--- config.mk ---
export PLATFORM = sky130hd
export DESIGN_NAME = in_order_event_reorder_buffer
export DESIGN_NICKNAME = d
export VERILOG_FILES = /design/src/rtl/ioreb_pkg.sv /design/src/rtl/ioreb_ram.sv /design/src/rtl/ioreb_ctrl.sv /design/src/rtl/ioreb_dp.sv /design/src/rtl/in_order_event_reorder_buffer.sv
export SDC_FILE = /design/constraint.sdc
export NUM_CORES = 1
export LEC_CHECK = 0
export ABC_AREA = 1
export BUFFER_PORTS_ARGS = -buffer_cell sky130_fd_sc_hd__buf_2
export CELL_PAD_IN_SITES_DETAIL_PLACEMENT = 0
export CELL_PAD_IN_SITES_GLOBAL_PLACEMENT = 1
export CORE_ASPECT_RATIO = 0.75
export CORE_MARGIN = 1
export CORE_UTILIZATION = 42
export CTS_CLUSTER_DIAMETER = 40
export DETAILED_ROUTE_END_ITERATION = 10
export GPL_ROUTABILITY_DRIVEN = 1
export PLACE_DENSITY_LB_ADDON = 0.1
export RECOVER_POWER = 25
export SLEW_MARGIN = 20
export SYNTH_ARGS = -nofsm -noshare
export SYNTH_HDL_FRONTEND = slang
export SYNTH_HIERARCHICAL = 1
export SYNTH_SLANG_ARGS = --single-unit
--- constraint.sdc ---
create_clock -name clk -period 5.25 [get_ports clk]
set_input_delay 1.05 -clock clk [delete_from_list [all_inputs] [get_ports clk]]
set_output_delay 1.05 -clock clk [all_outputs]
set_load 0.02 [all_outputs]
--- src/rtl/ioreb_pkg.sv ---
// Package for the in-order event reorder buffer.
// Holds the result status codes, fixed field widths and the control/status
// structs shared by the controller and the datapath. No dependencies.
package ioreb_pkg;

  localparam int SEQ_W       = 32;
  localparam int OUT_PAY_W   = 16;
  localparam int MAX_RESULTS = 16;
  localparam int CNT_W       = $clog2(MAX_RESULTS + 1);

  typedef enum logic [2:0] {
    ST_RELEASED  = 3'd0,
    ST_BUFFERED  = 3'd1,
    ST_DUPLICATE = 3'd2,
    ST_STALE     = 3'd3,
    ST_BEYOND    = 3'd4
  } status_t;

  typedef struct packed {
    logic capture;
    logic eval_commit;
    logic rel_read;
    logic rel_commit;
  } cmd_t;

  typedef struct packed {
    logic own_result;
    logic own_last;
    logic rel_last;
    logic out_free;
  } sts_t;

endpackage

--- src/rtl/ioreb_ram.sv ---
// Generic single-port-write, single-port-read RAM with a registered read.
// Stand-alone; used for the slot payload store of the reorder buffer.
module ioreb_ram #(
  parameter int WIDTH = 16,
  parameter int DEPTH = 16
) (
  input  logic                     clk,
  input  logic                     we,
  input  logic [$clog2(DEPTH)-1:0] waddr,
  input  logic [WIDTH-1:0]         wdata,
  input  logic                     re,
  input  logic [$clog2(DEPTH)-1:0] raddr,
  output logic [WIDTH-1:0]         rdata
);

  logic [WIDTH-1:0] mem [DEPTH];

  always_ff @(posedge clk) begin
    if (we) begin
      mem[waddr] <= wdata;
    end
    if (re) begin
      rdata <= mem[raddr];
    end
  end

endmodule

--- src/rtl/ioreb_ctrl.sv ---
// Controller state machine of the reorder buffer.
// Sequences capture, evaluation and the release loop; uses ioreb_pkg.
module ioreb_ctrl (
  input  logic          clk,
  input  logic          rst_n,
  input  logic          in_tvalid,
  output logic          in_tready,
  input  ioreb_pkg::sts_t sts,
  output ioreb_pkg::cmd_t cmd
);

  typedef enum logic [3:0] {
    S_IDLE  = 4'b0001,
    S_EVAL  = 4'b0010,
    S_RREAD = 4'b0100,
    S_ROUT  = 4'b1000
  } state_t;

  state_t state_r, state_nxt;

  always_comb begin
    state_nxt = state_r;
    cmd       = '0;
    in_tready = 1'b0;
    unique case (state_r)
      S_IDLE: begin
        in_tready   = 1'b1;
        cmd.capture = in_tvalid;
        if (in_tvalid) begin
          state_nxt = S_EVAL;
        end
      end
      S_EVAL: begin
        if (!sts.own_result) begin
          cmd.eval_commit = 1'b1;
          state_nxt       = S_RREAD;
        end else if (sts.out_free) begin
          cmd.eval_commit = 1'b1;
          state_nxt       = sts.own_last ? S_IDLE : S_RREAD;
        end
      end
      S_RREAD: begin
        cmd.rel_read = 1'b1;
        state_nxt    = S_ROUT;
      end
      S_ROUT: begin
        if (sts.out_free) begin
          cmd.rel_commit = 1'b1;
          state_nxt      = sts.rel_last ? S_IDLE : S_RREAD;
        end
      end
      default: begin
        state_nxt = S_IDLE;
      end
    endcase
  end

  always_ff @(posedge clk) begin
    if (!rst_n) begin
      state_r <= S_IDLE;
    end else begin
      state_r <= state_nxt;
    end
  end

endmodule

--- src/rtl/ioreb_dp.sv ---
// Datapath of the reorder buffer: expected counter, window head, valid bits,
// payload RAM and output register. Uses ioreb_pkg and ioreb_ram.
module ioreb_dp #(
  parameter int WINDOW       = 16,
  parameter int PAYLOAD_BITS = 16
) (
  input  logic                            clk,
  input  logic                            rst_n,
  input  ioreb_pkg::cmd_t                 cmd,
  output ioreb_pkg::sts_t                 sts,
  input  logic [ioreb_pkg::SEQ_W-1:0]     in_seq,
  input  logic [ioreb_pkg::OUT_PAY_W-1:0] in_pay,
  input  logic                            cfg_wr,
  input  logic [ioreb_pkg::SEQ_W-1:0]     cfg_data,
  input  logic                            out_tready,
  output logic                            out_valid,
  output ioreb_pkg::status_t              out_status,
  output logic [ioreb_pkg::SEQ_W-1:0]     out_seq,
  output logic [ioreb_pkg::OUT_PAY_W-1:0] out_pay,
  output logic                            out_last
);

  localparam int IW   = $clog2(WINDOW);
  localparam int PW_X = ioreb_pkg::OUT_PAY_W + PAYLOAD_BITS;

  logic [ioreb_pkg::SEQ_W-1:0]     seq_r;
  logic [ioreb_pkg::OUT_PAY_W-1:0] pay_r;
  logic [ioreb_pkg::SEQ_W-1:0]     next_exp_r;
  logic [IW-1:0]                   head_r;
  logic [WINDOW-1:0]               valid_r, valid_nxt;
  logic [ioreb_pkg::CNT_W-1:0]     count_r;

  logic                            out_valid_r;
  ioreb_pkg::status_t              out_status_r;
  logic [ioreb_pkg::SEQ_W-1:0]     out_seq_r;
  logic [ioreb_pkg::OUT_PAY_W-1:0] out_pay_r;
  logic                            out_last_r;

  logic [ioreb_pkg::SEQ_W-1:0] off;
  logic                        is_stale, is_beyond, is_dup, is_buf;
  ioreb_pkg::status_t          own_status;
  logic [IW:0]                 idx_sum;
  logic [IW-1:0]               idx;
  logic [IW-1:0]               head_inc;
  logic [PW_X-1:0]             pay_in_x;
  logic [PW_X-1:0]             pay_out_x;
  logic [PAYLOAD_BITS-1:0]     ram_rdata;
  logic                        out_free;

  assign off       = seq_r - next_exp_r;
  assign is_stale  = seq_r < next_exp_r;
  assign is_beyond = !is_stale && (off >= ioreb_pkg::SEQ_W'(WINDOW));
  assign idx_sum   = {1'b0, head_r} + {1'b0, off[IW-1:0]};
  assign idx       = (idx_sum >= (IW+1)'(WINDOW)) ? IW'(idx_sum - (IW+1)'(WINDOW))
                                                  : idx_sum[IW-1:0];
  assign is_dup    = !is_stale && !is_beyond && valid_r[idx];
  assign is_buf    = !is_stale && !is_beyond && !valid_r[idx];
  assign head_inc  = (head_r == IW'(WINDOW - 1)) ? '0 : head_r + IW'(1);

  always_comb begin
    priority if (is_stale) begin
      own_status = ioreb_pkg::ST_STALE;
    end else if (is_beyond) begin
      own_status = ioreb_pkg::ST_BEYOND;
    end else if (is_dup) begin
      own_status = ioreb_pkg::ST_DUPLICATE;
    end else begin
      own_status = ioreb_pkg::ST_BUFFERED;
    end
  end

  assign out_free       = !out_valid_r || out_tready;
  assign sts.out_free   = out_free;
  assign sts.own_result = !(is_buf && (off == '0));
  assign sts.own_last   = !valid_r[head_r];
  assign sts.rel_last   = !valid_r[head_inc] ||
                          (count_r == ioreb_pkg::CNT_W'(ioreb_pkg::MAX_RESULTS - 1));

  assign pay_in_x  = PW_X'(pay_r);
  assign pay_out_x = PW_X'(ram_rdata);

  ioreb_ram #(
    .WIDTH(PAYLOAD_BITS),
    .DEPTH(WINDOW)
  ) u_ram (
    .clk  (clk),
    .we   (cmd.eval_commit && is_buf),
    .waddr(idx),
    .wdata(pay_in_x[PAYLOAD_BITS-1:0]),
    .re   (cmd.rel_read),
    .raddr(head_r),
    .rdata(ram_rdata)
  );

  always_comb begin
    valid_nxt = valid_r;
    if (cfg_wr) begin
      valid_nxt = '0;
    end else if (cmd.eval_commit && is_buf) begin
      valid_nxt[idx] = 1'b1;
    end else if (cmd.rel_commit) begin
      valid_nxt[head_r] = 1'b0;
    end
  end

  always_ff @(posedge clk) begin
    if (cmd.capture) begin
      seq_r <= in_seq;
      pay_r <= in_pay;
    end
  end

  always_ff @(posedge clk) begin
    if (!rst_n) begin
      next_exp_r <= ioreb_pkg::SEQ_W'(1);
      head_r     <= '0;
      valid_r    <= '0;
      count_r    <= '0;
    end else begin
      valid_r <= valid_nxt;
      if (cfg_wr) begin
        next_exp_r <= cfg_data;
        head_r     <= '0;
      end else if (cmd.rel_commit) begin
        next_exp_r <= next_exp_r + ioreb_pkg::SEQ_W'(1);
        head_r     <= head_inc;
        count_r    <= count_r + ioreb_pkg::CNT_W'(1);
      end else if (cmd.eval_commit) begin
        count_r <= sts.own_result ? ioreb_pkg::CNT_W'(1) : '0;
      end
    end
  end

  always_ff @(posedge clk) begin
    if (!rst_n) begin
      out_valid_r <= 1'b0;
    end else if (cmd.rel_commit || (cmd.eval_commit && sts.own_result)) begin
      out_valid_r <= 1'b1;
    end else if (out_tready) begin
      out_valid_r <= 1'b0;
    end
  end

  always_ff @(posedge clk) begin
    if (cmd.rel_commit) begin
      out_status_r <= ioreb_pkg::ST_RELEASED;
      out_seq_r    <= next_exp_r;
      out_pay_r    <= pay_out_x[ioreb_pkg::OUT_PAY_W-1:0];
      out_last_r   <= sts.rel_last;
    end else if (cmd.eval_commit && sts.own_result) begin
      out_status_r <= own_status;
      out_seq_r    <= '0;
      out_pay_r    <= '0;
      out_last_r   <= sts.own_last;
    end
  end

  assign out_valid  = out_valid_r;
  assign out_status = out_status_r;
  assign out_seq    = out_seq_r;
  assign out_pay    = out_pay_r;
  assign out_last   = out_last_r;

endmodule

--- src/rtl/in_order_event_reorder_buffer.sv ---
// Top level: releases sequence-numbered events strictly in order.
// An item's own status result is loaded into the output register in the evaluation step
// after the item is captured; each release reads the payload RAM, then loads the output register.
// A new item is taken only once the last one and all its releases are done; an output stall holds both.
// Synchronous active-low reset clears the window valid bits, sets the expected
// number to one and the window head to slot zero; no clearing pass is needed.
module in_order_event_reorder_buffer #(
  parameter int WINDOW       = 16,
  parameter int PAYLOAD_BITS = 16
) (
  input  logic        clk,
  input  logic        rst_n,
  input  logic        in_tvalid,
  output logic        in_tready,
  input  logic [47:0] in_tdata,   // [31:0] sequence_number, [47:32] payload_handle
  output logic        out_tvalid,
  input  logic        out_tready,
  output logic [47:0] out_tdata,  // [31:0] released_sequence, [47:32] released_payload
  output logic [2:0]  out_tuser,  // [2:0] status
  output logic        out_tlast,
  input  logic        cfg_valid,
  output logic        cfg_ready,
  input  logic [31:0] cfg_data
);

  ioreb_pkg::cmd_t    cmd;
  ioreb_pkg::sts_t    sts;
  ioreb_pkg::status_t out_status;

  assign cfg_ready = 1'b1;

  ioreb_ctrl u_ctrl (
    .clk      (clk),
    .rst_n    (rst_n),
    .in_tvalid(in_tvalid),
    .in_tready(in_tready),
    .sts      (sts),
    .cmd      (cmd)
  );

  ioreb_dp #(
    .WINDOW      (WINDOW),
    .PAYLOAD_BITS(PAYLOAD_BITS)
  ) u_dp (
    .clk       (clk),
    .rst_n     (rst_n),
    .cmd       (cmd),
    .sts       (sts),
    .in_seq    (in_tdata[31:0]),
    .in_pay    (in_tdata[47:32]),
    .cfg_wr    (cfg_valid && cfg_ready),
    .cfg_data  (cfg_data),
    .out_tready(out_tready),
    .out_valid (out_tvalid),
    .out_status(out_status),
    .out_seq   (out_tdata[31:0]),
    .out_pay   (out_tdata[47:32]),
    .out_last  (out_tlast)
  );

  assign out_tuser = out_status;

endmodule

==> After elaboration in Yosys (flattened, before gate mapping) <==
Memory sizes are Yosys's and may differ from the RTL's. A register that Yosys moved wholly into a read port is not among the register bits.
Cells that the tools add are included.
{ "totals": {"ff_bits": 162, "ram_bits": 256, "input_bits": 85, "wordCells": 115, "n_memories": 1} }
{ "memory_table": {"columns": ["name", "depth", "width", "read_ports", "rd_ports_with_merged_regs", "write_ports", "line", "rtl"], "rows": [
  ["u_dp.u_ram.mem", 16, 16, 1, 1, 1, "ioreb_ram.sv:16", "logic [WIDTH-1:0] mem [DEPTH];"]
]} }
{ "op_classes": {"addsub": 6, "magnitude_cmp": 8, "eq_ne": 9, "n_mux": 46, "bitwise_logic": 5, "n_reduce_logical": 28} }
{ "ops": {"columns": ["op", "count"], "rows": [
  ["2-to-1 mux 32 bit", 4],
  ["2-to-1 mux 16 bit", 4],
  ["adder 32 x 1 -> 32 bit (second input constant)", 1],
  [">= comparator 32 x 5 -> 1 bit (second input constant)", 1],
  ["zero test 32 bit", 1],
  ["< comparator 32 bit", 1],
  ["subtractor 32 bit", 1],
  ["2-to-1 mux 4 bit", 6],
  ["2-to-1 mux 1 bit", 19],
  ["bitwise AND 16 bit", 1],
  ["NOT 16 bit", 1],
  ["bitwise OR 16 bit", 1],
  ["case mux 4 bit (4 select lines)", 1],
  ["< comparator 4 x 5 -> 1 bit (second input constant)", 3],
  ["binary-select mux 1 bit (select 4 bit)", 3],
  ["2-to-1 mux 3 bit", 4],
  ["2-to-1 mux 5 bit", 2],
  ["nonzero test 2 bit", 5],
  ["logical AND 1 bit", 9],
  ["demux 1 bit (select 4 bit)", 2],
  ["== test 4 bit (second input constant)", 2],
  [">= comparator 4 x 1 -> 1 bit (second input constant)", 2],
  ["zero test 1 bit", 7],
  ["adder 4 x 4 -> 5 bit", 1],
  ["other kinds (17)", 20]
]} }

==> Longest topological paths before layout <==
{ "depth": {"word_depth": 14, "mapped_depth": 27, "ltp_nobuf": 26} }

==> Modules after synthesis <==
Netlist, hierarchy kept.
{ "modules_own_cells": {"columns": ["mod", "n_inst", "cells_per_inst", "area_each_um2"], "rows": [
  ["ioreb_ram", 1, 1074, 11541.1],
  ["ioreb_dp", 1, 1416, 10117.2],
  ["ioreb_ctrl", 1, 56, 327.8],
  ["in_order_event_reorder_buffer", 1, 2, 11.3]
]} }

==> Worst setup path after synthesis <==
OpenSTA, ideal clock, no wires.
{ "synth_timing": {"path_type": "reg2reg", "from": "reg u_dp/seq_r[0] in the netlist's numbering", "to": "reg u_dp.out_last_r (netlist: u_dp/out_last), enable pin", "setup_ns": 0.408, "arrival_ns": 4.618, "t_required_ns": 4.842, "setup_slack_ns": 0.225, "stages_incl_launch_ff": 20, "n_path_buf": 0, "cell_sequence": "edfxtp_1 inv_1 ha_1 fa_1 fa_1 nor2_1 a22oi_1 o21ai_0 a21oi_1 o21ai_0 nand2_1 nand2_1 nand2_1 inv_2 nand4_2 inv_1 nor2_1 nor3_1 nand2_2 nand2_1"} }
{ "synth_rtl": {"columns": ["item", "line", "rtl"], "rows": [
  ["start: declaration", "ioreb_dp.sv:26", "logic [ioreb_pkg::SEQ_W-1:0] seq_r;"],
  ["start signal: assignment", "ioreb_dp.sv:108", "seq_r <= in_seq;"],
  ["end signal: assignment", "ioreb_dp.sv:149", "out_last_r <= sts.rel_last;"],
  ["end signal: assignment", "ioreb_dp.sv:154", "out_last_r <= sts.own_last;"],
  ["end: declaration", "ioreb_dp.sv:37", "logic out_last_r;"]
]} }

==> results.cfg <==
[run_status]
outcome = complete, no violations

[global_routing]
antenna_found_initial = 4
grt_pass1_wl_mm = 100.6
track_usage = 0.2521
grt-ovfl-total = 0
grt_max_degree = 99
grt_pass1_vias = 16370

[clock_network]
clk_pin_slew_ns = 0.06
clock_sinks = 434
clockRootBuffer = clkbuf_16
htree_levels = 2
cts_tree = done
numCtsBuffers = 58
cts_buffer_depth = 3
insertion_delay_ns = 0.65

[synth]
postSynthCellCount = 2548
synth.distinct_cells = 47
synthesis.nets = 2677
ys_warn_count = 6
ys_ff_latch = 434
async_reset_ff_frac = 0
synth_flop_cell = edfxtp_1
ys_seq_area_frac = 0.5629
avgSynthCellArea_um2 = 8.633
syn_area_um2 = 22000
synth-edff-count = 369

[routing]
vias = 17400
remaining_drc_errors = 0
wire_per_inst_um = 19.24
via_per_inst = 5.012
ant_nets = 0
dr.first_iter.drc_count = 1997
wl_mm = 66.79
dr.pass1.iters = 5

[sta]
finalCritPeriodShare = 0.9281
worst_pin_slew_ns = 1.080
worst_slack_ns = 0.3774
skew_ns = 0.03758
fin_setup_tns_ns = 0
max_freq_mhz = 205.2
min_period_ns = 4.873
slew_headroom = 0.2798
final_max_slew_viol_count = 0
hold_viol = 0
rsz0062_at_grt = false
setup_viol = 0

[place]
portBuffers = 138
dp_hpwl_mm = 46.41
place_ws_ns = 0.3936
placed_cells = 3358
placed_area_um2 = 23580
routabilityCongestion = 0.9175

[power]
power_leakage_uw = 0.01146
p_per_area_nw_per_um2 = 344.9
vdd_ir_drop_max_uv = 259.7

[critical_path]
cp-start-kind = flip-flop
required_ns = 5.55
criticalPathCategory = reg -> reg
worst_setup_path_end_kind = flip-flop
critPathMaxFanout = 16
cp.arrival_ns = 5.17

[final_layout]
nNetsFinal = 2846
drive_above_1_share = 0.1377
finalInstanceArea_um2 = 25630
area_growth_pct = 16.50
final_cell_mix = nand2_1 (845), inv_1 (451), edfxtp_1 (369), nand3_1 (253), buf_2 (130)
fin_cells = 3472
layout_commonest_cell = nand2_1

[flow_run]
maxCapViolCount = 0

[floorplanning]
core_area_um2 = 51620
start_util = 0.4261
design.die.area_um2 = 53300
num_io_pins = 140
rows = 72
die_w_um = 266.3
dieHeight_um = 200.2

[min_path]
hold_path_class = reg -> reg
-- layout make-up --
| type | instances | area, um^2 |
|---|---|---|
| sequential | 434 | 12390 |
| inverter | 468 | 1758 |
| clock inverter | 41 | 505.5 |
| timing repair buffer | 192 | 1102 |
| tap | 703 | 879.6 |
| multi-input combinational | 1563 | 7467 |
| clock buffer | 68 | 1519 |
| antenna | 3 | 7.507 |
| fill | 4966 | 25990 |
-- cells in the mapped netlist, types with 3 or more instances --
cell      number  area share
buf_2         20      0.0046
a21oi_2        8      0.0032
nor2_4         4      0.0020
a22oi_1        4      0.0014
nand2_1      846        0.14
o21ai_0       53       0.012
a31oi_1       24      0.0068
nand3_1      253       0.058
nor3_2         5      0.0023
a21oi_1       69       0.016
nor3_1        15      0.0034
buf_4         20      0.0068
nand2_2       25      0.0071
edfxtp_1     369        0.50
nand4_1        7      0.0020
dfxtp_1       65       0.059
buf_6          5      0.0026
nand3b_1      12      0.0041
nor2_2        11      0.0031
nor4_1         5      0.0014
xor2_1        31       0.012
inv_1        453       0.077
nor2_1       114       0.019
xnor2_1       12      0.0048
clkbuf_1      36      0.0061
o21bai_1       3      0.0010
inv_2         13      0.0022
ha_1          42       0.024
-- stage by stage --
step	util	power [uW]	hold slack (ns)
finish	0.4965	8839	0.4920
CTS	0.4961	8911	0.4838
global route	0.4965	9160	0.5134
global placement	0.4569	4809	0.4529
floorplan	-	4485	0.4453
detailed placement	0.4569	4811	0.4764
-- critical path: stages (launching register included) --
cell     delay [ns]
dfxtp_1        0.39
ha_1           0.21
fa_1           0.48
fa_1           0.60
inv_1          0.19
nand2_1        0.09
inv_1          0.20
a22oi_1        0.10
o21ai_0        0.11
a21oi_1        0.07
o21ai_0        0.16
nand2_1        0.09
nand2_1        0.08
nand2_1        0.06
inv_2          0.11
nand4_2        0.15
inv_1          0.09
nor2_1         0.06
nor3_1         0.14
buf_4          0.19
nand4_4        0.09
inv_1          0.21
nand2_1        0.25
nor2_2         0.13
buf_4          0.29
-- layer usage --
metal / part of all wire / up-vias / GRT usage
li1: - / 8474 / -
met1: 0.51 / 8228 / 0.4120
met2: 0.39 / 624 / 0.3321
met3: 0.088 / 72 / 0.04979
met4: 0.016 / 2 / 0.06301
met5: 0.00019 / - / 0
-- worst paths after layout --
check / start / end / slack [ns] / cells past startpoint
worst min-delay path: u_dp/count_r[1]$_SDFFE_PN0P_ / u_dp/count_r[1]$_SDFFE_PN0P_ / 0.49 / 2
worst min register to register: u_dp/count_r[1]$_SDFFE_PN0P_ / u_dp/count_r[1]$_SDFFE_PN0P_ / 0.49 / 2
worst max-delay path: u_dp/next_exp_r[0]$_SDFFE_PN1P_ / u_dp/u_ram/mem[0][13]$_DFFE_PP_ / 0.38 / 24
worst max register to register: u_dp/next_exp_r[0]$_SDFFE_PN1P_ / u_dp/u_ram/mem[0][13]$_DFFE_PP_ / 0.38 / 24
-- registers in the layout (all words and copies together), names as in the netlist --
name              flops
u_ctrl/state_r        4
u_dp/seq_r           32
u_dp/count_r          5
u_dp/out_pay         16
u_dp/pay_r           16
u_dp/next_exp_r      32
u_dp/out_seq         32
u_dp/u_ram/rdata     16
u_dp/out_last         1
u_dp/out_valid        1
u_dp/valid_r         16
u_dp/u_ram/mem      256
u_dp/head_r           4
u_dp/out_status       3
-- timing repair --
action | in CTS | in global routing
buffers inserted | 0 | 2
hold buffers | 0 | 0
resized for setup | 0 | 1
endpoints found under the setup margin | 0 | 72
-- cell families after synthesis --
logic type | after synthesis | share of synthesized area
buffers and inverters | 551 | 0.1003
and+or+nand+nor | 1306 | 0.2510
other | 1 | 0.0001705
DFF | 434 | 0.5629
AOI/OAI and AO/OA | 169 | 0.04289
xor gates and xnor gates | 43 | 0.01712
adders and majority gates | 44 | 0.02571
-- report_power, final --
part | internal [uW] | switching, uW | total [uW]
sequential | 3820 | 107 | 3930
clock | 2490 | 1600 | 4090
combinational | 257 | 563 | 820
total | 6570 | 2270 | 8840
(Power assumes the default switching activity.)
